`src/hdl/tbd_pkg.sv`:
```
`timescale 1ns / 1ps

package tbd_pkg;

    // run table capacity and derived widths
    localparam int MAX_RUNS = 64;
    localparam int CNT_W    = $clog2(MAX_RUNS + 1);

    // field widths
    localparam int POS_W  = 32;
    localparam int ADDR_W = 30;
    localparam int CFG_W  = 32;
    localparam int CFG_IDX_W = 1;

    // operation codes
    localparam logic [1:0] OP_LOAD_N    = 2'd0;
    localparam logic [1:0] OP_LOAD_MASK = 2'd1;
    localparam logic [1:0] OP_BYTE      = 2'd2;
    localparam logic [1:0] OP_CLEAR     = 2'd3;

    // configuration register indexes
    localparam logic [CFG_IDX_W-1:0] CFG_REGION_START = 1'd0;
    localparam logic [CFG_IDX_W-1:0] CFG_REGION_END   = 1'd1;

    // characters
    localparam logic [7:0] CHAR_T = 8'h54;
    localparam logic [7:0] CHAR_C = 8'h43;
    localparam logic [7:0] CHAR_A = 8'h41;
    localparam logic [7:0] CHAR_G = 8'h47;
    localparam logic [7:0] CHAR_N = 8'h4E;
    localparam logic [7:0] LOWER_OFFSET = 8'h20;

    // one base travelling along the cell row
    typedef struct packed {
        logic             valid;
        logic [POS_W-1:0] pos;
        logic [7:0]       letter;
        logic             n_hit;
        logic             m_hit;
        logic             last;
    } t_stage;

    // per-cell control from the top level
    typedef struct packed {
        logic advance;
        logic we_n;
        logic we_m;
        logic live_n;
        logic live_m;
    } t_cell_ctl;

    // 2-bit code to upper-case letter
    function automatic logic [7:0] base_letter(input logic [1:0] code);
        logic [7:0] ch;
        unique case (code)
            2'd0:    ch = CHAR_T;
            2'd1:    ch = CHAR_C;
            2'd2:    ch = CHAR_A;
            default: ch = CHAR_G;
        endcase
        return ch;
    endfunction

endpackage

```
`src/hdl/tbd_run_cell.sv`:
```
`timescale 1ns / 1ps

module tbd_run_cell (
    input  logic                  i_clk,
    input  logic                  i_rst_n,
    input  tbd_pkg::t_cell_ctl    i_ctl,
    input  logic [31:0]           i_wr_start,
    input  logic [31:0]           i_wr_len,
    input  tbd_pkg::t_stage       i_stage,
    output tbd_pkg::t_stage       o_stage
);
    import tbd_pkg::*;

    logic [POS_W-1:0] r_n_start;
    logic [POS_W-1:0] r_n_len;
    logic [POS_W-1:0] r_m_start;
    logic [POS_W-1:0] r_m_len;
    t_stage           r_stage;
    t_stage           n_stage;
    logic [POS_W-1:0] w_n_off;
    logic [POS_W-1:0] w_m_off;
    logic             w_n_cov;
    logic             w_m_cov;

    // half-open run check, the end never wraps
    assign w_n_off = i_stage.pos - r_n_start;
    assign w_m_off = i_stage.pos - r_m_start;
    assign w_n_cov = i_ctl.live_n && (i_stage.pos >= r_n_start) && (w_n_off < r_n_len);
    assign w_m_cov = i_ctl.live_m && (i_stage.pos >= r_m_start) && (w_m_off < r_m_len);

    always_comb begin
        n_stage       = i_stage;
        n_stage.n_hit = i_stage.n_hit | w_n_cov;
        n_stage.m_hit = i_stage.m_hit | w_m_cov;
    end

    // run entries held by this cell
    always_ff @(posedge i_clk) begin
        if (i_ctl.we_n) begin
            r_n_start <= i_wr_start;
            r_n_len   <= i_wr_len;
        end
        if (i_ctl.we_m) begin
            r_m_start <= i_wr_start;
            r_m_len   <= i_wr_len;
        end
    end

    // stage register towards the next cell
    always_ff @(posedge i_clk) begin
        if (!i_rst_n) begin
            r_stage.valid <= 1'b0;
        end else if (i_ctl.advance) begin
            r_stage <= n_stage;
        end
    end

    assign o_stage = r_stage;

endmodule

```
`config.mk`:
```
export PLATFORM = sky130hd
export DESIGN_NAME = tbd_run_cell
export DESIGN_NICKNAME = d
export VERILOG_FILES = /design/src/hdl/tbd_pkg.sv /design/src/hdl/tbd_run_cell.sv
export SDC_FILE = /design/constraint.sdc
export NUM_CORES = 1
export LEC_CHECK = 0
export BUFFER_PORTS_ARGS = -buffer_cell sky130_fd_sc_hd__buf_2
export CORE_MARGIN = 3
export CORE_UTILIZATION = 64
export CTS_BUF_LIST = sky130_fd_sc_hd__clkbuf_2 sky130_fd_sc_hd__clkbuf_4 sky130_fd_sc_hd__clkbuf_8
export DETAILED_ROUTE_END_ITERATION = 16
export PLACE_DENSITY = 0.88
export SLEW_MARGIN = 10
export SYNTH_ARGS = -nofsm -noshare
export SYNTH_HDL_FRONTEND = slang
export SYNTH_SLANG_ARGS = --single-unit
```
`constraint.sdc`:
```
create_clock -name i_clk -period 10.2 [get_ports i_clk]
set_clock_uncertainty 0.1 [all_clocks]
set_input_delay 1.02 -clock i_clk [delete_from_list [all_inputs] [get_ports i_clk]]
set_output_delay 1.02 -clock i_clk [all_outputs]
set_load 0.01 [all_outputs]
```
==> metrics.md <==
| Metric | Value |
|---|---|
| Starting Density | `approximately two thirds` |
| Static leakage | `5.49 nW` |
| Most common cell after layout, fill and taps aside | `edfxtp_1` |
| Sequential cell area | `0.00515 mm2` |
| Tmin final | `4980 ps` |
| Core area | `0.0161 mm2` |
| Crit path depth | `19` |
| Seq cells post-synth | `172` |
| Outcome | `finished, final reports clean` |
| Area taken by multi-input logic gates | `0.00479 mm2` |
| Largest net degree at the start of global routing | `65` |
| PD cells | `158 mW/mm2` |
| Clock sinks | `around 170` |
| F_max | `roughly 200 MHz` |
| Die H | `135 um` |
| DP HPWL | `about 19000 um` |
| Total die area | `0.0181 mm2` |
| Site Rows | `46` |
| Proportion of layout cells with a drive suffix above 1 | `18.0%` |
| Final Util | `between 70% and 80%` |
| ANT cells | `0` |
| I/O pin total | `159` |
| Most frequent cells in the layout | `171 x edfxtp_1, 158 x buf_2, 147 x inv_1` |
| Nature of the critical path startpoint | `input port` |
| Filler Cell Count | `1127` |
| Crit path max-delay family | `compound AO/OA/AOI/OAI gates` |
| Hold crit path type | `flop to flop` |
| Number of synthesized flops with an enable pin | `171` |
| R2r setup slk | `5480 ps` |
| Worst Hold Depth | `2` |
| Number of CTS-inserted buffers | `17` |
| Main synth FF type | `edfxtp_1` |
| Final Non-Filler Cells | `1359` |
| Skew-Pair Late Insertion Delay | `approximately 480 ps` |
| Buf+Inv Stages, Crit Path | `2` |
| Hold Path Sink | `o_stage[43]` |
| Count of input and output buffers | `158` |
| Via/cell ratio | `5.98` |
| Hold-fix buffers, CTS | `0` |
| Pre-antenna DRT Iters | `6` |
| Crit path required time | `around 10000 ps` |
| Sum Neg Setup Slack | `0 ps` |
| Worst vdd ir | `118 uV` |
| CP Cell Sequence | `buf_2, inv_1, ha_1, fa_1, nor2b_1, o21ai_0, a21oi_1, o31a_1, o21ai_0, a21oi_1, a21o_1, a2111oi_0, a311oi_1, ha_1, a21o_1, a21oi_1, nand2_1, o41ai_1, a31o_2` |
| H-tree depth | `4` |
| CTS tree | `done` |
| Max Slew Vio Count | `0` |
| Fin. Hold Viols | `0` |
| Initial antenna violation count | `0` |
| First-pass GRT wire length | `39300 um` |
| Tcrit/Tclk final | `48.8%` |
| Reg-to-Reg Start | `r_m_start[1]` |
| Die width | `135 um` |
| Root Buffer | `clkbuf_8` |
| Ys async rst share | `0%` |
| Vias in the first global route | `7926` |
| Yosys warnings | `0` |
| # setup viols final | `0` |
| Post-placement cell count | `1327` |
| Reg2reg end | `o_stage[1]` |
| Iteration-0 DRC Markers | `776` |
| CP Class | `input port to flop` |
| GRT Overall Usage | `28.0%` |
| Resize count post-CTS | `0` |
| Worst-Margin Slew | `929 ps` |
| Layout area overhead | `12.9%` |
| DRT antenna net count | `0` |
| Number of library cell types mapped by synthesis | `65` |
| Grt ovf | `0` |
| GPL Wtd Cong | `0.950` |
| Mapped Area | `0.0106 mm2` |
| Slew Limit Headroom | `roughly two fifths` |
| Synthesized instance count | `966` |
| Most used cell, CP | `a21oi_1` |
| Post-route DRC | `0` |
| Mapped Nets | `1209` |
| Worst Path Arrival | `5230 ps` |
| Synthesized area per cell | `11.0 um2` |
| Crit-path max FO | `5` |
| Post-Route WL | `25200 um` |
| Hold Path Origin | `o_stage[43]` |
| CP max-delay cell | `a2111oi_0` |
| Vias | `8133` |
| Largest stage delay on the critical path | `between 400 and 500 ps` |
| Wire per inst | `~19 um` |
| CP Capture Type | `flop` |
| RSZ-0062 raised after global routing | `no` |
| Clock buffer depth | `2` |
| Clock slew at reported path FFs | `110 ps` |
| Final #Nets | `1373` |
| Cells on worst reg2reg path | `20` |
| Max cap viols | `0` |
| Sequential fraction of the synthesis area | `around half` |
| Post-CTS setup buffer count | `0` |
| Hold WS | `434 ps` |
cells by family (layout without fill, tap and decap cells):
| logic type | count (synthesis) | after routing | synth area share [%] |
|---|---|---|---|
| compound gates | 251 | 251 | 16.2 |
| simple gates | 201 | 201 | 9.47 |
| flops | 172 | 172 | 48.7 |
| buf+inv | 163 | 340 | 6.11 |
| fa+ha+maj | 128 | 128 | 15.3 |
| xor+xnor | 47 | 47 | 3.89 |
| mux | 4 | 4 | 0.378 |
power breakdown:
group / total [mW] / switching, mW / internal [mW]
sequential: 0.852 / 0.0150 / 0.837
combinational: 0.573 / 0.335 / 0.238
clock: 0.470 / 0.270 / 0.200
total: 1.90 / 0.621 / 1.27
layer usage:
metal  global-route usage [%]  vias up  wire, um
li1                         -     3868         -
met1                     39.6     3824     10800
met2                     44.4      399     11600
met3                     4.84       42      2280
met4                     9.56        0       503
met5                        0        -         0
area by class of cell:
type | count | area share [%]
inverters | 147 | 4.61
clock inverters | 14 | 1.12
flip-flops and latches | 172 | 43.1
clock buffers | 18 | 2.02
multi-input cells | 631 | 40.1
repair buffers | 161 | 6.80
well taps | 216 | 2.26
worst reg2reg max path: cells and delay by family, from the launching register on:
family                     cells  cell delay [ps]
buffers and inverters          1              100
and+or+nand+nor                4              370
DFF                            1              430
AOI/OAI and AO/OA             13             3010
adders and majority gates      2              550
registers in the layout (all words and copies together), names as in the netlist:
| signal | count |
|---|---|
| r_n_len | 32 |
| o_stage | 44 |
| r_n_start | 32 |
| r_m_len | 32 |
| r_m_start | 32 |
cells in the mapped netlist (19+ instances only):
cell type	n	area (um2)
o21bai_1	19	143
nor2b_1	19	119
a21oi_1	76	380
o21ai_0	23	115
edfxtp_1	171	5130
nor3_1	21	105
xnor2_1	34	298
inv_1	147	552
nand3_1	24	120
ha_1	126	1580
a21o_1	45	338
nor2_1	41	154
nand2_1	44	165
worst max-delay path by stage:
stage / startpoint / endpoint / slack, ps
finish: i_stage[11] / o_stage[2] / 5220
floorplan: i_stage[11] / o_stage[1] / 5250
CTS: i_stage[11] / o_stage[1] / 5320
global route: i_stage[12] / o_stage[1] / 5010
global placement: i_stage[11] / o_stage[1] / 4920
detailed placement: i_stage[11] / o_stage[1] / 4820
stage by stage:
step,power (mW),area [um2],setup WS [ps]
floorplan,1.26,10600,5250
global placement,1.40,11600,4920
detailed placement,1.42,11600,4820
CTS,1.89,12000,5320
global route,2.00,12000,5010
finish,1.90,12000,5220
(Power assumes the default switching activity.)
